--- config.mk ---
export PLATFORM = sky130hd
export DESIGN_NAME = spi_command_deframer
export DESIGN_NICKNAME = d
export VERILOG_FILES = /design/src/rtl/core/scd_pkg.sv /design/src/rtl/core/scd_payload_store.sv /design/src/rtl/core/scd_reply_queue.sv /design/src/rtl/core/spi_command_deframer.sv
export SDC_FILE = /design/constraint.sdc
export NUM_CORES = 1
export LEC_CHECK = 0
export ABC_CLOCK_PERIOD_IN_PS = 6100
export BUFFER_PORTS_ARGS = -buffer_cell sky130_fd_sc_hd__buf_2
export CAP_MARGIN = 20
export CELL_PAD_IN_SITES_DETAIL_PLACEMENT = 0
export CELL_PAD_IN_SITES_GLOBAL_PLACEMENT = 1
export CORE_ASPECT_RATIO = 2
export CORE_MARGIN = 2
export CORE_UTILIZATION = 45
export DETAILED_ROUTE_END_ITERATION = 6
export PLACE_DENSITY_LB_ADDON = 0.1
export SETUP_SLACK_MARGIN = 0.3
export SLEW_MARGIN = 20
export SYNTH_ARGS = -nofsm -noshare
export SYNTH_HDL_FRONTEND = slang
export SYNTH_SLANG_ARGS = --single-unit
--- constraint.sdc ---
create_clock -name clock -period 6.1 [get_ports clock]
set_clock_uncertainty 0.2 [all_clocks]
set_input_delay 0.305 -clock clock [delete_from_list [all_inputs] [get_ports clock]]
set_output_delay 0.305 -clock clock [all_outputs]
set_load 0.05 [all_outputs]
--- src/rtl/core/scd_pkg.sv ---
// Shared types, codes and command decode functions of the SPI command deframer.
package scd_pkg;

   localparam int MAX_PAYLOAD = 8;
   localparam int PAYLOAD_AW = $clog2(MAX_PAYLOAD);

   localparam logic ACT_EXCHANGE = 1'b0;
   localparam logic ACT_PUSH     = 1'b1;

   localparam logic [3:0] KIND_NOP        = 4'd0;
   localparam logic [3:0] KIND_RGB_OFF    = 4'd1;
   localparam logic [3:0] KIND_RGB_SET    = 4'd2;
   localparam logic [3:0] KIND_LED        = 4'd3;
   localparam logic [3:0] KIND_BRIGHTNESS = 4'd4;
   localparam logic [3:0] KIND_DISPLAY    = 4'd5;
   localparam logic [3:0] KIND_REFRESH    = 4'd6;
   localparam logic [3:0] KIND_OFF        = 4'd7;
   localparam logic [3:0] KIND_CLEAR      = 4'd8;
   localparam logic [3:0] KIND_IGNORED    = 4'd9;

   localparam logic [7:0] CMD_GROUP_RGB4  = 8'b1100_0000;
   localparam logic [7:0] CMD_GROUP_DISP8 = 8'b1101_0000;
   localparam logic [7:0] CMD_GROUP_MASK  = 8'b1111_0000;
   localparam logic [7:0] CMD_LOW_MASK    = 8'hE0;
   localparam logic [7:0] CMD_NOP         = 8'd0;
   localparam logic [7:0] CMD_RGB_OFF     = 8'd31;
   localparam logic [7:0] CMD_REFRESH     = 8'b1111_0000;
   localparam logic [7:0] CMD_SUB_MASK    = 8'b0001_1000;
   localparam logic [7:0] CMD_SUB_CLEAR   = 8'b0000_1000;
   localparam logic [7:0] CMD_BIT_HIGH    = 8'b0010_0000;

   localparam logic [3:0] LEN_RGB4  = 4'd4;
   localparam logic [3:0] LEN_DISP8 = 4'd8;
   localparam logic [3:0] LEN_LOW   = 4'd5;
   localparam logic [3:0] LEN_NONE  = 4'd0;

   typedef enum logic {
      ST_IDLE,
      ST_EMIT
   } state_type;

   typedef struct packed {
      logic       action;
      logic [7:0] rx_byte;
      logic [7:0] report_header;
      logic [7:0] report_data;
   } request_type;

   typedef struct packed {
      logic [7:0] reply_byte;
      logic       msg_valid;
      logic [3:0] msg_kind;
      logic [7:0] command_byte;
      logic [3:0] payload_count;
      logic       payload_valid;
      logic [2:0] payload_index;
      logic [7:0] payload_byte;
      logic       last;
      logic       send_dropped;
   } result_type;

   typedef struct packed {
      logic       exchange;
      logic       push;
      logic [7:0] header;
      logic [7:0] data;
   } queue_ctl_type;

   typedef struct packed {
      logic [7:0] reply;
      logic       dropped;
      logic       drop_now;
      logic       busy;
   } queue_stat_type;

   typedef struct packed {
      logic                  we;
      logic [PAYLOAD_AW-1:0] waddr;
      logic [7:0]            wdata;
      logic                  re;
      logic [PAYLOAD_AW-1:0] raddr;
   } payload_ctl_type;

   function automatic logic [3:0] length_of(input logic [7:0] cmd);
      logic [3:0] len;
      len = LEN_NONE;
      if ((cmd & CMD_GROUP_MASK) == CMD_GROUP_RGB4) begin
         len = LEN_RGB4;
      end else if ((cmd & CMD_GROUP_MASK) == CMD_GROUP_DISP8) begin
         len = LEN_DISP8;
      end else if ((cmd & CMD_LOW_MASK) == CMD_NOP && cmd != CMD_NOP && cmd != CMD_RGB_OFF) begin
         len = LEN_LOW;
      end
      return len;
   endfunction

   function automatic logic [3:0] kind_of(input logic [7:0] cmd);
      logic [3:0] kind;
      case (cmd[7:6])
         2'b00: begin
            if (cmd == CMD_NOP) kind = KIND_NOP;
            else if (cmd == CMD_RGB_OFF) kind = KIND_RGB_OFF;
            else kind = KIND_RGB_SET;
         end
         2'b01: kind = KIND_LED;
         2'b10: kind = KIND_BRIGHTNESS;
         default: begin
            if ((cmd & CMD_BIT_HIGH) == CMD_NOP) kind = KIND_DISPLAY;
            else if (cmd == CMD_REFRESH) kind = KIND_REFRESH;
            else if ((cmd & CMD_SUB_MASK) == CMD_NOP) kind = KIND_OFF;
            else if ((cmd & CMD_SUB_MASK) == CMD_SUB_CLEAR) kind = KIND_CLEAR;
            else kind = KIND_IGNORED;
         end
      endcase
      return kind;
   endfunction

endpackage

--- src/rtl/core/scd_payload_store.sv ---
// Payload byte memory of the message being collected, one write and one read port.
module scd_payload_store (
   input  logic                      clock,
   input  scd_pkg::payload_ctl_type  ctl,
   output logic [7:0]                rdata
);

   logic [7:0] mem [scd_pkg::MAX_PAYLOAD];
   logic [7:0] rdata_ff;

   always_ff @(posedge clock) begin
      if (ctl.we) begin
         mem[ctl.waddr] <= ctl.wdata;
      end
      if (ctl.re) begin
         rdata_ff <= mem[ctl.raddr];
      end
   end

   assign rdata = rdata_ff;

endmodule

--- src/rtl/core/scd_reply_queue.sv ---
// Reply byte queue: ring memory, pointers, preloaded reply and drop flag.
module scd_reply_queue #(
   parameter int DEPTH = 8
) (
   input  logic                     clock,
   input  logic                     reset,
   input  scd_pkg::queue_ctl_type   ctl,
   output scd_pkg::queue_stat_type  stat
);

   localparam int AW = $clog2(DEPTH);
   localparam logic [AW-1:0] LAST_PTR = AW'(DEPTH - 1);
   localparam logic [AW:0] DEPTH_W = (AW + 1)'(DEPTH);
   localparam logic [AW:0] FIT_LIMIT = (AW + 1)'(DEPTH - 3);

   logic [7:0]    mem [DEPTH];
   logic [7:0]    rdata_ff;
   logic [AW-1:0] rd_ptr_ff, rd_ptr_in;
   logic [AW-1:0] wr_ptr_ff, wr_ptr_in;
   logic [7:0]    next_reply_ff, next_reply_in;
   logic          pend_ff, pend_in;
   logic          dropped_ff, dropped_in;
   logic          wr2_ff, wr2_in;
   logic [AW-1:0] wr2_addr_ff, wr2_addr_in;
   logic [7:0]    wr2_data_ff, wr2_data_in;
   logic          we;
   logic [AW-1:0] waddr;
   logic [7:0]    wdata;
   logic          re;
   logic          empty;
   logic          fits;
   logic [AW:0]   occ;
   logic [AW-1:0] wr_ptr_p1;
   logic [7:0]    reply_now;

   function automatic logic [AW-1:0] ptr_next(input logic [AW-1:0] p);
      return (p == LAST_PTR) ? '0 : p + 1'b1;
   endfunction

   always_comb begin
      empty = (rd_ptr_ff == wr_ptr_ff);
      if (wr_ptr_ff >= rd_ptr_ff) begin
         occ = {1'b0, wr_ptr_ff} - {1'b0, rd_ptr_ff};
      end else begin
         occ = {1'b0, wr_ptr_ff} + DEPTH_W - {1'b0, rd_ptr_ff};
      end
      fits = empty || (occ <= FIT_LIMIT);
      wr_ptr_p1 = ptr_next(wr_ptr_ff);
      reply_now = pend_ff ? rdata_ff : next_reply_ff;

      rd_ptr_in = rd_ptr_ff;
      wr_ptr_in = wr_ptr_ff;
      next_reply_in = reply_now;
      pend_in = 1'b0;
      dropped_in = dropped_ff;
      wr2_in = 1'b0;
      wr2_addr_in = wr2_addr_ff;
      wr2_data_in = wr2_data_ff;
      we = wr2_ff;
      waddr = wr2_addr_ff;
      wdata = wr2_data_ff;
      re = 1'b0;

      if (ctl.exchange) begin
         if (empty) begin
            next_reply_in = 8'd0;
         end else begin
            re = 1'b1;
            pend_in = 1'b1;
            rd_ptr_in = ptr_next(rd_ptr_ff);
         end
      end else if (ctl.push) begin
         if (!fits) begin
            dropped_in = 1'b1;
         end else if (empty) begin
            next_reply_in = ctl.header;
            rd_ptr_in = ptr_next(rd_ptr_ff);
            we = 1'b1;
            waddr = wr_ptr_p1;
            wdata = ctl.data;
            wr_ptr_in = ptr_next(wr_ptr_p1);
         end else begin
            we = 1'b1;
            waddr = wr_ptr_ff;
            wdata = ctl.header;
            wr2_in = 1'b1;
            wr2_addr_in = wr_ptr_p1;
            wr2_data_in = ctl.data;
            wr_ptr_in = ptr_next(wr_ptr_p1);
         end
      end

      stat.reply = reply_now;
      stat.dropped = dropped_ff;
      stat.drop_now = ctl.push && !fits;
      stat.busy = wr2_ff;
   end

   always_ff @(posedge clock) begin
      if (we) begin
         mem[waddr] <= wdata;
      end
      if (re) begin
         rdata_ff <= mem[rd_ptr_ff];
      end
      wr2_addr_ff <= wr2_addr_in;
      wr2_data_ff <= wr2_data_in;
   end

   always_ff @(posedge clock) begin
      if (reset) begin
         rd_ptr_ff <= '0;
         wr_ptr_ff <= '0;
         next_reply_ff <= 8'd0;
         pend_ff <= 1'b0;
         dropped_ff <= 1'b0;
         wr2_ff <= 1'b0;
      end else begin
         rd_ptr_ff <= rd_ptr_in;
         wr_ptr_ff <= wr_ptr_in;
         next_reply_ff <= next_reply_in;
         pend_ff <= pend_in;
         dropped_ff <= dropped_in;
         wr2_ff <= wr2_in;
      end
   end

endmodule

--- src/rtl/core/spi_command_deframer.sv ---
// Top level of the SPI command deframer: input stage, sequencer, deframer and result register.
//
//   channel  direction  handshake             payload
//   req      in         req_valid/req_ready   action, rx_byte, report_header, report_data
//   rsp      out        rsp_valid/rsp_ready   reply, message, payload byte, last, drop flag
//
// An exchange yields one response, plus one per payload byte when it completes a message
// (up to 8), paced by the payload memory read port, one byte a cycle while rsp is not stalled.
// A queue action stores its pair with one write, two when the pair is stored behind queued
// bytes (single write port), the queue being busy for the second; a dropped pair writes nothing.
// Reset is synchronous; the memories need no clearing pass.
// A stalled rsp holds the sequencer; one request waits in the input stage meanwhile.
module spi_command_deframer #(
   parameter int REPLY_DEPTH = 8
) (
   input  logic       clock,
   input  logic       reset,
   input  logic       req_valid,
   output logic       req_ready,
   input  logic       req_action,
   input  logic [7:0] req_rx_byte,
   input  logic [7:0] req_report_header,
   input  logic [7:0] req_report_data,
   output logic       rsp_valid,
   input  logic       rsp_ready,
   output logic [7:0] rsp_reply_byte,
   output logic       rsp_msg_valid,
   output logic [3:0] rsp_msg_kind,
   output logic [7:0] rsp_command_byte,
   output logic [3:0] rsp_payload_count,
   output logic       rsp_payload_valid,
   output logic [2:0] rsp_payload_index,
   output logic [7:0] rsp_payload_byte,
   output logic       rsp_last,
   output logic       rsp_send_dropped
);

   scd_pkg::request_type     req_ff, req_in;
   logic                     req_full_ff, req_full_in;
   scd_pkg::result_type      rsp_ff, rsp_in;
   logic                     rsp_full_ff, rsp_full_in;
   scd_pkg::state_type       state_ff, state_in;
   logic                     collecting_ff, collecting_in;
   logic [7:0]               held_ff, held_in;
   logic [3:0]               expected_ff, expected_in;
   logic [3:0]               received_ff, received_in;
   logic [7:0]               emit_cmd_ff, emit_cmd_in;
   logic [3:0]               emit_kind_ff, emit_kind_in;
   logic [3:0]               emit_count_ff, emit_count_in;
   logic [2:0]               emit_idx_ff, emit_idx_in;
   scd_pkg::queue_ctl_type   q_ctl;
   scd_pkg::queue_stat_type  q_stat;
   scd_pkg::payload_ctl_type pl_ctl;
   logic [7:0]               pl_rdata;
   logic                     can_go;
   logic                     start;
   logic                     done;
   logic [3:0]               len;
   logic [3:0]               recv_sum;
   logic [7:0]               cmd;
   logic [3:0]               count;
   logic                     emit_end;

   scd_reply_queue #(
      .DEPTH(REPLY_DEPTH)
   ) u_queue (
      .clock(clock),
      .reset(reset),
      .ctl(q_ctl),
      .stat(q_stat)
   );

   scd_payload_store u_payload (
      .clock(clock),
      .ctl(pl_ctl),
      .rdata(pl_rdata)
   );

   always_comb begin
      can_go = !rsp_full_ff || rsp_ready;
      start = req_full_ff && (state_ff == scd_pkg::ST_IDLE) && can_go && !q_stat.busy;
      req_ready = !req_full_ff || start;
      emit_end = (({1'b0, emit_idx_ff} + 4'd1) == emit_count_ff);

      req_in = req_ff;
      req_full_in = req_full_ff && !start;
      if (req_valid && req_ready) begin
         req_in.action = req_action;
         req_in.rx_byte = req_rx_byte;
         req_in.report_header = req_report_header;
         req_in.report_data = req_report_data;
         req_full_in = 1'b1;
      end

      rsp_in = rsp_ff;
      rsp_full_in = rsp_full_ff && !rsp_ready;
      state_in = state_ff;
      collecting_in = collecting_ff;
      held_in = held_ff;
      expected_in = expected_ff;
      received_in = received_ff;
      emit_cmd_in = emit_cmd_ff;
      emit_kind_in = emit_kind_ff;
      emit_count_in = emit_count_ff;
      emit_idx_in = emit_idx_ff;
      q_ctl = '0;
      pl_ctl = '0;
      done = 1'b0;
      len = scd_pkg::length_of(req_ff.rx_byte);
      recv_sum = received_ff + 4'd1;
      cmd = held_ff;
      count = expected_ff;

      case (state_ff)
         scd_pkg::ST_IDLE: begin
            if (start) begin
               rsp_full_in = 1'b1;
               rsp_in = '0;
               if (req_ff.action == scd_pkg::ACT_PUSH) begin
                  q_ctl.push = 1'b1;
                  q_ctl.header = req_ff.report_header;
                  q_ctl.data = req_ff.report_data;
                  rsp_in.last = 1'b1;
                  rsp_in.send_dropped = q_stat.dropped || q_stat.drop_now;
               end else begin
                  q_ctl.exchange = 1'b1;
                  if (!collecting_ff) begin
                     held_in = req_ff.rx_byte;
                     expected_in = len;
                     received_in = 4'd0;
                     done = (len == scd_pkg::LEN_NONE);
                     collecting_in = !done;
                     cmd = req_ff.rx_byte;
                     count = len;
                  end else begin
                     pl_ctl.we = 1'b1;
                     pl_ctl.waddr = received_ff[scd_pkg::PAYLOAD_AW-1:0];
                     pl_ctl.wdata = req_ff.rx_byte;
                     received_in = recv_sum;
                     done = (recv_sum >= expected_ff);
                     collecting_in = !done;
                  end
                  // first payload byte is never the one written now
                  pl_ctl.re = 1'b1;
                  pl_ctl.raddr = '0;
                  rsp_in.reply_byte = q_stat.reply;
                  rsp_in.send_dropped = q_stat.dropped;
                  if (done) begin
                     rsp_in.msg_valid = 1'b1;
                     rsp_in.msg_kind = scd_pkg::kind_of(cmd);
                     rsp_in.command_byte = cmd;
                     rsp_in.payload_count = count;
                  end
                  rsp_in.last = !(done && count != 4'd0);
                  if (done && count != 4'd0) begin
                     state_in = scd_pkg::ST_EMIT;
                     emit_cmd_in = cmd;
                     emit_kind_in = scd_pkg::kind_of(cmd);
                     emit_count_in = count;
                     emit_idx_in = 3'd0;
                  end
               end
            end
         end
         scd_pkg::ST_EMIT: begin
            if (can_go) begin
               rsp_full_in = 1'b1;
               rsp_in.reply_byte = 8'd0;
               rsp_in.msg_valid = 1'b1;
               rsp_in.msg_kind = emit_kind_ff;
               rsp_in.command_byte = emit_cmd_ff;
               rsp_in.payload_count = emit_count_ff;
               rsp_in.payload_valid = 1'b1;
               rsp_in.payload_index = emit_idx_ff;
               rsp_in.payload_byte = pl_rdata;
               rsp_in.last = emit_end;
               rsp_in.send_dropped = q_stat.dropped;
               pl_ctl.re = 1'b1;
               pl_ctl.raddr = emit_idx_ff + 3'd1;
               emit_idx_in = emit_idx_ff + 3'd1;
               if (emit_end) begin
                  state_in = scd_pkg::ST_IDLE;
               end
            end
         end
         default: begin
            state_in = scd_pkg::ST_IDLE;
         end
      endcase
   end

   always_ff @(posedge clock) begin
      if (reset) begin
         req_full_ff <= 1'b0;
         rsp_full_ff <= 1'b0;
         state_ff <= scd_pkg::ST_IDLE;
         collecting_ff <= 1'b0;
         held_ff <= 8'd0;
         expected_ff <= 4'd0;
         received_ff <= 4'd0;
      end else begin
         req_full_ff <= req_full_in;
         rsp_full_ff <= rsp_full_in;
         state_ff <= state_in;
         collecting_ff <= collecting_in;
         held_ff <= held_in;
         expected_ff <= expected_in;
         received_ff <= received_in;
      end
   end

   always_ff @(posedge clock) begin
      req_ff <= req_in;
      rsp_ff <= rsp_in;
      emit_cmd_ff <= emit_cmd_in;
      emit_kind_ff <= emit_kind_in;
      emit_count_ff <= emit_count_in;
      emit_idx_ff <= emit_idx_in;
   end

   assign rsp_valid = rsp_full_ff;
   assign rsp_reply_byte = rsp_ff.reply_byte;
   assign rsp_msg_valid = rsp_ff.msg_valid;
   assign rsp_msg_kind = rsp_ff.msg_kind;
   assign rsp_command_byte = rsp_ff.command_byte;
   assign rsp_payload_count = rsp_ff.payload_count;
   assign rsp_payload_valid = rsp_ff.payload_valid;
   assign rsp_payload_index = rsp_ff.payload_index;
   assign rsp_payload_byte = rsp_ff.payload_byte;
   assign rsp_last = rsp_ff.last;
   assign rsp_send_dropped = rsp_ff.send_dropped;

   a_emit_index_range: assert property (@(posedge clock) disable iff (reset)
      state_ff == scd_pkg::ST_EMIT |-> emit_count_ff != 4'd0 &&
      {1'b0, emit_idx_ff} < emit_count_ff)
      else $error("payload index beyond message length");

   a_collect_count: assert property (@(posedge clock) disable iff (reset)
      collecting_ff |-> received_ff < expected_ff)
      else $error("collecting past expected length");

   a_payload_fields: assert property (@(posedge clock) disable iff (reset)
      rsp_full_ff && rsp_ff.payload_valid |-> rsp_ff.msg_valid && rsp_ff.reply_byte == 8'd0)
      else $error("payload item without message fields");

   a_emit_close: assert property (@(posedge clock) disable iff (reset)
      state_ff == scd_pkg::ST_EMIT && can_go && emit_end |=>
      rsp_ff.last && state_ff == scd_pkg::ST_IDLE)
      else $error("final payload item not marked last");

   a_queue_interlock: assert property (@(posedge clock) disable iff (reset)
      q_stat.busy |-> !q_ctl.exchange && !q_ctl.push)
      else $error("queue access during second write");

endmodule
==> summary by stage, run 1 <==
Timing
The achievable frequency is 0.222 GHz. The final max-slew violation count is 0. In the final timing run, aggregate negative setup slack is 0 ns. The tightest slew margin relative to the limit is 35.8%. The final hold violation count is 0. Setup repair after global routing left no endpoint under its margin. The final period demand of the worst path is 4.50 ns. The final critical-path share of the clock period is 73.7%. At the pin with the least slew margin, the transition time is 0.953 ns. Setup violations remaining at the end of the flow were counted as 0.

The worst hold slack is 0.150 ns.

Clock tree
After clock tree synthesis, the repair step resized 0 gates. Clock-pin slew was measured on the worst setup and hold paths at ~0.07 ns. The number of H-tree branching levels is 1. The insertion delay of the later-clocked pin in the worst-skew pair is 0.53 ns.

The clock tree from TritonCTS is yes. The tree is rooted in a sky130_fd_sc_hd__clkbuf_16. The deepest clock path buffer count is 3. Counting the buffers created by CTS gives 24. The total clock sinks is 275.

Drt
Dividing the detail-routed via count by the number of cells gives 5.36. In the final routed layout, each cell accounts on average for 21.1 µm. The routed layout has approximately 6.6k vias. In the routed design, unresolved DRC markers number 0. The pre-antenna-repair detailed-routing pass consisted of 7 iterations. In this run the remaining antenna-violating nets after routing total 0. The routed design has 26.1 mm of wire. For this block, the initial DRC count from the detailed router was 308.

Place
The sum of net half-perimeters after detailed placement is 19.0 mm. Including well taps, the total number of placed cells is around 1.2k. The number of buffer cells added on primary ports is 69. The global placement routability congestion is 0.923.

Synthesis
Synthesis produced 790 cells. In this run the mean area of a mapped cell was between 10 and 15 µm². The sequential area share after synthesis is 69.4%.

The area of the mapped netlist is 11400 µm². Counting every net in the synthesized netlist gives approximately 840. The number of synthesized flops with an enable pin is 238. The dominant register cell in the synthesized netlist is sky130_fd_sc_hd__edfxtp_1. The number of warnings printed during yosys synthesis is 0. Counting flops and latches in the post-synthesis netlist gives 275.

For this run, asynchronously set or reset flops after synthesis account for 0%. The synthesized netlist contains between 50 and 60 unique library cells.

Floorplan
The die boundary height is 229 µm. Once the floorplan was initialized, standard cells occupied 45.6% of the core. The site row count is 82.

From left edge to right edge, the die measures 116 µm. In this run the standard cell core region covers 24900 µm². The number of top-level pins is 70. The die outline area is ~27000 µm².

Global routing
Global routing used 20.1% of the available tracks. After global routing the overflow that remains totals 0. The largest net degree at the start of global routing is 41.

The via count of the first global-routing pass is 6917. The first-pass GRT wire length is 39.7 mm. The initial antenna violation count is 0.

Critical path
The startpoint of the worst register-to-register path is u_queue.wr_ptr_ff[0]. The timing startpoint of the critical path is u_queue.wr_ptr_ff[0]. STA classifies the critical path startpoint as a flip-flop. The endpoint kind of the worst setup timing path is a flip-flop. The peak per-stage delay on the critical path is roughly 0.65 ns. The data required time of the critical path is 6.06 ns. The category of the most critical setup path is flip-flop to flip-flop. For the worst setup path, the data arrival time is 4.46 ns. Among all stages on the critical path, the largest delay is contributed by sky130_fd_sc_hd__a21oi_1. In this run the worst path has a maximum fanout of 8.

The critical path goes through inv_1 > ha_1 > fa_1 > fa_1 > nor2_1 > nor3b_1 > mux2i_1 > a21oi_1 > mux2_2 > nor2_1.

Finish
The net count of the finished layout is 935. The final cell utilization of the core is 52.6%. The final instance count without filler cells is between 1k and 1.5k. The proportion of layout cells with a drive suffix above 1 is 17.8%.

The antenna diode count is 0. The top cell types in the final layout, fill and taps aside, are sky130_fd_sc_hd__edfxtp_1, sky130_fd_sc_hd__buf_2, sky130_fd_sc_hd__nand2_1, sky130_fd_sc_hd__nor2_1, sky130_fd_sc_hd__dfxtp_1. The library cell used most frequently in the layout, excluding fill and tap cells, is sky130_fd_sc_hd__edfxtp_1. Relative to the synthesized area, the layout overhead comes to 15.4%.

Hold path
The worst hold path startpoint is reset. The path category of the worst min-delay check is primary input to flip-flop.

Run status
The run finished with clean final reports.

Power and ir drop
For this design the static power due to leakage is 4.82 nW. IR analysis of the VDD net gives a maximum drop of 0.242 mV. The power density normalized to cell area is 306 nW/µm².

Run
The tool flagged a number of max-cap violations equal to 0.
[cell type report]
class | count | area (µm²)
clock inverters | 10 | 87.6
inverters | 28 | 105
flip-flops and latches | 275 | 7890
clock buffers | 32 | 661
fillers | 2085 | 11800
well taps | 336 | 420
repair buffers | 110 | 721
multi-input cells | 449 | 3220
[report_power, final]
part	switching (mW)	leakage (nW)	internal [mW]
logic	0.286	2.00	0.135
clock network	0.645	0.371	0.805
registers	0.0341	2.45	2.11
total	0.965	4.82	3.05
[cells by family after synthesis]
| kind of cell | share of synthesized area (%) |
|---|---|
| flip-flops | 69.4 |
| AND/OR/NAND/NOR | 9.80 |
| AO/OA/AOI/OAI | 8.45 |
| buffers and inverters | 2.35 |
| multiplexers | 7.24 |
| adder cells (fa/ha/maj) | 2.11 |
| XOR/XNOR | 0.617 |
[critical path: cells and delay by family, from the launching register on]
family                   cells  cell delay [ns]
adder cells (fa/ha/maj)      3             1.14
AND/OR/NAND/NOR              3             0.93
multiplexers                 2             0.60
buffers and inverters        1             0.13
flip-flops                   1             0.48
AO/OA/AOI/OAI                1             0.65
[final timing paths]
check | depth (start not counted) | slack, ns | endpoint
hold / removal | 2 | 0.15 | received_ff[0]
setup / recovery | 10 | 1.60 | u_queue.mem[1][3]
hold reg to reg | 1 | 0.31 | u_queue.next_reply_ff[5]
setup reg to reg | 10 | 1.60 | u_queue.mem[1][3]
[metal layers]
| layer | global-route usage [%] | vias up | share of wire (%) | wire [µm] |
|---|---|---|---|---|
| met4 | 10.8 | 0 | 5.5 | 1430 |
| met3 | 2.49 | 54 | 2.8 | 727 |
| li1 | - | 3174 | - | - |
| met1 | 19.7 | 3281 | 34 | 8830 |
| met2 | 39.0 | 140 | 58 | 15100 |
| met5 | 0 | - | 0 | 0 |
[through the flow]
stage | setup WS, ns | power (mW) | instance area (µm²)
after global placement | 1.80 | 2.59 | 12100
after floorplan | 2.48 | 2.46 | 11400
after CTS | 1.64 | 4.05 | 13100
final | 1.60 | 4.01 | 13100
after global routing | 1.35 | 4.16 | 13100
after detailed placement | 1.65 | 2.60 | 12100
[synthesized netlist by cell type, types with 4 or more instances]
cell type	instances	area, µm²
sky130_fd_sc_hd__nor3_1	15	75.1
sky130_fd_sc_hd__nand2b_1	7	43.8
sky130_fd_sc_hd__o21ai_0	22	110
sky130_fd_sc_hd__mux2_2	9	101
sky130_fd_sc_hd__nor2_1	42	158
sky130_fd_sc_hd__a21oi_1	28	140
sky130_fd_sc_hd__nor3b_1	8	60.1
sky130_fd_sc_hd__mux2i_1	36	360
sky130_fd_sc_hd__and3_1	11	68.8
sky130_fd_sc_hd__or3_1	4	25.0
sky130_fd_sc_hd__nor4_1	4	25.0
sky130_fd_sc_hd__a211oi_1	20	150
sky130_fd_sc_hd__nand2_1	67	251
sky130_fd_sc_hd__mux4_2	16	360
sky130_fd_sc_hd__dfxtp_1	37	741
sky130_fd_sc_hd__a21o_1	11	82.6
sky130_fd_sc_hd__o22ai_1	17	106
sky130_fd_sc_hd__xnor2_1	5	43.8
sky130_fd_sc_hd__nand3_1	8	40.0
sky130_fd_sc_hd__nor2b_1	13	81.3
sky130_fd_sc_hd__ha_1	16	200
sky130_fd_sc_hd__buf_2	6	30.0
sky130_fd_sc_hd__o21ai_2	9	78.8
sky130_fd_sc_hd__edfxtp_1	238	7150
sky130_fd_sc_hd__inv_1	26	97.6
sky130_fd_sc_hd__and2_1	27	169
sky130_fd_sc_hd__clkbuf_1	27	101
sky130_fd_sc_hd__a22o_1	14	123
[registers in the layout, indices dropped and copies added (netlist names), 8 cells and up]
register	flops
u_payload.mem	64
u_payload.rdata	8
emit_cmd_ff	8
rsp_payload_byte	8
u_queue.next_reply_ff	8
rsp_command_byte	8
rsp_reply_byte	8
u_queue.wr2_data_ff	8
held_ff	8
u_queue.mem	64
req_ff	25
u_queue.rdata_ff	8
[timing repair]
action / 4_1_cts / 5_1_grt
hold buffers: 27 / 0
hold endpoints to repair: 27 / 0
setup buffers: 0 / 0
No activity file was read; power rests on OpenSTA's default activity.
==> run 2: changes to the inputs <==
ABC_CLOCK_PERIOD_IN_PS = 4200   (was 6100)
clock period = 4.2 ns   (was 6.1 ns; I/O delays follow)
==> summary by stage, run 2 (same netlist as run 1, synthesis figures left out) <==
Timing
The actual transition at the worst max-transition pin is 0.889 ns. The final max-slew violation count is 0. In the post-route analysis, the smallest setup slack over all paths is about 0.53 ns. The smallest clock period supported by the final layout is computed as 3.67 ns.

Derived from the worst setup path, the maximum achievable clock frequency is ~0.27 GHz. Setup violations remaining at the end of the flow were counted as 0. The final hold violation count is 0. Headroom to the max-slew limit came out at between 40% and 50%. Summed over all failing endpoints, the final setup total negative slack is 0 ns.

The final critical-path share of the clock period is between 80% and 90%. Setup repair after global routing left no endpoint under its margin.

Clock tree
The number of H-tree branching levels is 1. TritonCTS built the clock tree. The total clock sinks is 275. Buffers added to address setup during post-CTS repair amount to 0. Clock-pin slew was measured on the worst setup and hold paths at ~0.06 ns. At the later pin of the worst-skew pair, clock insertion delay measures between 0.5 and 0.6 ns. Clock tree synthesis inserted a total of 24 buffers.

In this run the clock root is driven by a sky130_fd_sc_hd__clkbuf_16. Counting along the longest clock path gives a buffer depth of 3.

Global routing
The initial antenna violation count is 0. After global routing the overflow that remains totals 0. The via count of the first global-routing pass is 7236. The first-pass GRT wire length is 41.4 mm. Global routing used 21.1% of the available tracks across all layers. The largest net degree at the start of global routing is 37.

Finish
In the final layout, the registers with the most flip-flops are u_payload.mem x64, u_queue.mem x64, req_ff x25. Once layout is done, the placed cells without fillers occupy around 13000 µm². For this run, the post-layout net count is 951. The proportion of layout cells with a drive suffix above 1 is 20.5%. The final instance count without filler cells is 1257. In the layout the commonest cells are sky130_fd_sc_hd__edfxtp_1, sky130_fd_sc_hd__buf_2, sky130_fd_sc_hd__nand2_1, sky130_fd_sc_hd__nor2_1, sky130_fd_sc_hd__dfxtp_1. Compared with the post-synthesis result, the final layout area differs by 17.3%. The antenna diode count is 0. The final cell utilization of the core is 53.5%. Leaving out fill and tap cells, the most frequent cell in the layout is sky130_fd_sc_hd__edfxtp_1.

Drt
Dividing the detail-routed via count by the number of cells gives approximately 5.4. The iteration-0 DRC count of the detailed router is approximately 350. The post-detailed-route DRC marker count is 0. Across all layers, the routed design uses between 6k and 7k vias. The average wire length per cell after detail routing is between 20 and 25 µm. The routed wire length is around 27 mm. The first detailed-routing pass ran for 5 iterations. In this run the remaining antenna-violating nets after routing total 0.

Place
The number of placed instances with taps included is 1187. The setup slack at placement is roughly 0.21 ns. The placed instance area is 12200 µm². Once detailed placement completed, the half-perimeter wirelength came to approximately 20 mm.

The number of buffer cells added on primary ports is 69. At the end of routability-driven placement, the weighted congestion stood at 0.886.

Floorplan
The number of top-level pins is 70. The site row count is around 80. The die outline area is 26600 µm².

The standard cell core area is ~25000 µm². For this configuration, the core starts out at a cell density of between 40% and 50%. The chip width is 116 µm. The die boundary height is between 200 and 250 µm.

Run
Across the run, the number of max-cap violations was 0.

Power and ir drop
The static leakage power is 4.94 nW. The net switching fraction of the power is 23.9%. The share of total power dissipated in sequential elements is between 50% and 60%. Internal power comes to 4.62 mW. The portion of total power attributed to combinational logic is between 10% and 20%. The clock network burns 38.1% of the power. The maximum VDD drop is 0.302 mV. The power density normalized to cell area is 455 nW/µm². For this design the total switching power over the nets is 1.45 mW.

Critical path
The element type at the critical path start is a flip-flop. Traced cell by cell, the critical path runs through inv_1 > ha_1 > fa_1 > fa_1 > nor2_2 > nor3b_1 > mux2i_1 > a21oi_2 > mux2_2 > nor2_1 > buf_4. The setup path with the least slack is of type flip-flop to flip-flop. The endpoint kind of the worst setup timing path is a flip-flop. Counting stages on the worst path, the most repeated cell is sky130_fd_sc_hd__fa_1. At the worst endpoint, the arrival time is 3.70 ns. The critical-path cell with the highest stage delay is sky130_fd_sc_hd__fa_1. The data required time of the critical path is 4.23 ns.

Along the worst path, the maximum fanout reaches 8. The peak per-stage delay on the critical path is 0.52 ns.

Hold path
The path category of the worst min-delay check is primary input to flip-flop.

Run status
The run finished with clean final reports.
run 2: cell type report:
| type | count | area [µm²] |
|---|---|---|
| inverter | 28 | 105 |
| multi-input combinational | 449 | 3250 |
| clock inverter | 15 | 183 |
| tap | 336 | 420 |
| sequential | 275 | 7890 |
| fill | 2093 | 11600 |
| clock buffer | 28 | 637 |
| timing repair buffer | 126 | 841 |
run 2: path summary, 6_finish.rpt:
kind	startpoint	endpoint	slack (ns)	cells after the start
min	reset	u_queue.wr_ptr_ff[0]	0.04	2
max	u_queue.wr_ptr_ff[0]	u_queue.mem[1][3]	0.53	11
max reg2reg	u_queue.wr_ptr_ff[0]	u_queue.mem[1][3]	0.53	11
min reg2reg	expected_ff[1]	expected_ff[1]	0.32	2
run 2: power groups by stage:
stage               sequential (mW)  combinational, mW  clock, mW
global route                   3.12              0.697       2.45
detailed placement             3.17              0.617          0
CTS                            3.11              0.641       2.36
finish                         3.11              0.643       2.31
global placement               3.17              0.605          0
floorplan                      3.24              0.333          0
run 2: what timing repair did:
item	4_1_cts	5_1_grt
pin swaps	0	0
setup endpoints to repair	42	123
resized for setup	5	10
hold endpoints to repair	28	0
hold buffers	27	0
run 2: worst max-delay path: cells and delay by family (launching register included):
family,cells,cell delay (ns)
compound gates,1,0.35
fa+ha+maj,3,1.16
buf+inv,2,0.28
flops,1,0.43
mux,2,0.58
simple gates,3,0.36
run 2: metal layers:
layer / track usage [%] / share of wire, %
met1: 20.3 / 32
met4: 13.8 / 7.0
met5: 0 / 0
met2: 40.2 / 58
met3: 2.39 / 2.8
run 2: stage by stage:
stage          hold WS, ns  power, mW
6_report            0.0443       6.06
5_1_grt             0.0672       6.26
4_1_cts             0.0203       6.12
3_5_place_dp         0.188       3.79
3_3_place_gp         0.186       3.78
2_1_floorplan        0.109       3.57
==> run 3: changes to the inputs <==
BUFFER_PORTS_ARGS = unset   (was -buffer_cell sky130_fd_sc_hd__buf_2)
DONT_BUFFER_PORTS = 1   (was unset)
RECOVER_POWER = 25   (was unset)
==> summary by stage, run 3 (same netlist as run 1, synthesis figures left out) <==
Run status
The flow ran to the end, but the final reports show violations. The checks that failed: max-capacitance violations, max-slew violations.

Finish
The count of filler cells inserted in the layout is 2064. The area of the multi-input gates is 3240 µm². In the layout the commonest cells are sky130_fd_sc_hd__edfxtp_1, sky130_fd_sc_hd__nand2_1, sky130_fd_sc_hd__nor2_1, sky130_fd_sc_hd__dfxtp_1, sky130_fd_sc_hd__mux2i_1.

The finished layout cell area is 13000 µm². The relative area change from synthesis to final layout is 14.1%. The antenna diode count is 0. Summing all flip-flop and latch instances after layout gives 7890 µm². The count of nets after finishing is 884. The post-route netlist has 12.6% of its cells at a drive strength greater than 1. The final instance count without filler cells is roughly 1.2k. In the final layout, the registers with the most flip-flops are u_payload.mem x64, u_queue.mem x64, req_ff x25. Leaving out fill and tap cells, the most frequent cell in the layout is sky130_fd_sc_hd__edfxtp_1.

Floorplan
The die boundary height is around 230 µm. The die outline area is 26600 µm². In this run the count of I/O pins placed on the die edge is 70. After floorplanning, the core was sized to cover 24900 µm². The initial core utilization is between 40% and 50%. The floorplan has 82 rows. The chip width is 116 µm.

Critical path
The critical path data arrival time is roughly 3.8 ns. The category of the most critical setup path is flip-flop to flip-flop. The data required time of the critical path is 4.23 ns.

The timing startpoint of the critical path is state_ff. For the worst flop-to-flop path, the logic depth is 5. STA classifies the critical path endpoint as a flip-flop. Of all nets on the critical path, the largest fanout is 39.

The worst setup path is launched from a flip-flop. The startpoint of the worst register-to-register path is state_ff.

Drt
Using the TritonRoute via totals, the vias-per-cell ratio works out to 5.44. Dividing the detail-routed wire length by the instance count gives 22.4 µm. The routed wire length is 26.6 mm. The total number of vias is 6477. The post-detailed-route DRC marker count is 0.

The number of nets with antenna violations after routing is 0. The first detailed-routing pass ran for 4 iterations. The iteration-0 DRC count of the detailed router is 326.

Power and ir drop
The maximum VDD drop is approximately 0.32 mV. In this run the power density over the cells is 457 nW/µm². The static leakage power is ~4.6 nW. The power consumption is around 6 mW.

Clock tree
The clock buffer count from CTS is 24. The CTS clock-pin slew for the worst setup and hold paths is 0.07 ns. Buffers added to address setup during post-CTS repair amount to 0. The later pin in the worst-skew pair is clocked with a latency of 0.54 ns. In this run the number of H-tree levels came out at 1. TritonCTS built the clock tree.

The deepest clock path buffer count is 3. CTS placed an instance of sky130_fd_sc_hd__clkbuf_16 at the clock tree root. For this design, the sink count on the clock tree is approximately 280.

Global routing
Global routing used 2.73% of the available met3 tracks. In the global route stage, met2 resource usage came out at 38.0%. The first-pass GRT wire length is 40.2 mm. The overall overflow remaining after global route is 0.

The largest net degree at the start of global routing is 40. The initial antenna violation count was 0. The global-route usage over all layers is 20.7%. The via count of the first global-routing pass is 6789. The met1 capacity usage during global routing is 19.6%. The most used routing layer is met2.

Timing
The achievable frequency is 0.265 GHz. Setup repair after global routing could not meet its margin everywhere. The final max-slew violation count is 60. The count of final setup violators is 0. The total negative slack is 0 ns. The final hold violation count was 0.

The final period demand of the worst path is 3.77 ns. The final critical-path share of the clock period is about nine tenths. The tightest slew margin relative to the limit is -5.33%.

The actual transition at the worst max-transition pin is 1.58 ns.

Place
Summing all placed instances gives a cell area of 11900 µm². The HPWL after detailed placement is 19.7 mm. The number of buffer cells added on primary ports is 0. The global placement routability congestion is about 1. After detailed placement, the design holds a cell count of 1117.

Run
Across the run, the number of max-cap violations was 2.

Hold path
In this run the most critical hold path is launched from req_valid. In this run the worst hold path is classified as primary input to flip-flop. Counting instances, the worst hold path has a depth of 1.
## run 3: cell count changes in the layout (fill, tap and decap cells not counted), moves of 3 or more
cell / delta
sky130_fd_sc_hd__clkbuf_1: +6
sky130_fd_sc_hd__and2_1: -12
sky130_fd_sc_hd__buf_4: -7
sky130_fd_sc_hd__and2_0: +12
sky130_fd_sc_hd__o21ai_1: +3
sky130_fd_sc_hd__buf_2: -69
sky130_fd_sc_hd__o21ai_2: -3
## run 3: routing by layer
| metal | up-vias | routed length, µm |
|---|---|---|
| met5 | - | 0 |
| met4 | 0 | 2510 |
| met3 | 73 | 739 |
| met2 | 143 | 14800 |
| met1 | 3181 | 8580 |
| li1 | 3080 | - |
## run 3: cell type report
type,count,area share (%)
repair buffers,59,4.03
inverters,28,0.811
clock buffers,31,5.16
flip-flops and latches,275,60.9
clock inverters,13,0.908
well taps,336,3.24
multi-input cells,449,25.0
## run 3: what timing repair did
action,in CTS,in global routing
gates resized for setup,0,11
endpoints found under the hold margin,62,0
setup endpoints to repair,16,126
hold buffers,30,0
## run 3: final timing paths
| path | endpoint | slack (ns) |
|---|---|---|
| worst max-delay path | emit_idx_ff[0] | 0.43 |
| worst min-delay path | req_ff[24] | 0.07 |
| worst max register to register | emit_idx_ff[0] | 0.43 |
| worst min register to register | held_ff[3] | 0.30 |
## run 3: stage by stage
step / setup WS, ns / util [%] / hold slack (ns)
global route: 0.124 / 52.0 / 0.0880
global placement: 0.428 / 47.6 / 0.0850
detailed placement: 0.295 / 47.6 / 0.0875
floorplan: 0.583 / - / 0.109
finish: 0.426 / 52.0 / 0.0734
CTS: 0.273 / 52.0 / 0.0805
## run 3: worst max-delay path: stages, from the launching register on
cell                       delay (ns)
sky130_fd_sc_hd__dfxtp_1         0.32
sky130_fd_sc_hd__clkbuf_1        1.14
sky130_fd_sc_hd__inv_1           0.55
sky130_fd_sc_hd__a21oi_1         0.68
sky130_fd_sc_hd__buf_12          0.29
sky130_fd_sc_hd__o21a_1          0.23
## run 3: power by group
group / internal [mW] / switching (mW)
clock: 1.25 / 0.951
combinational: 0.189 / 0.339
sequential: 3.07 / 0.133
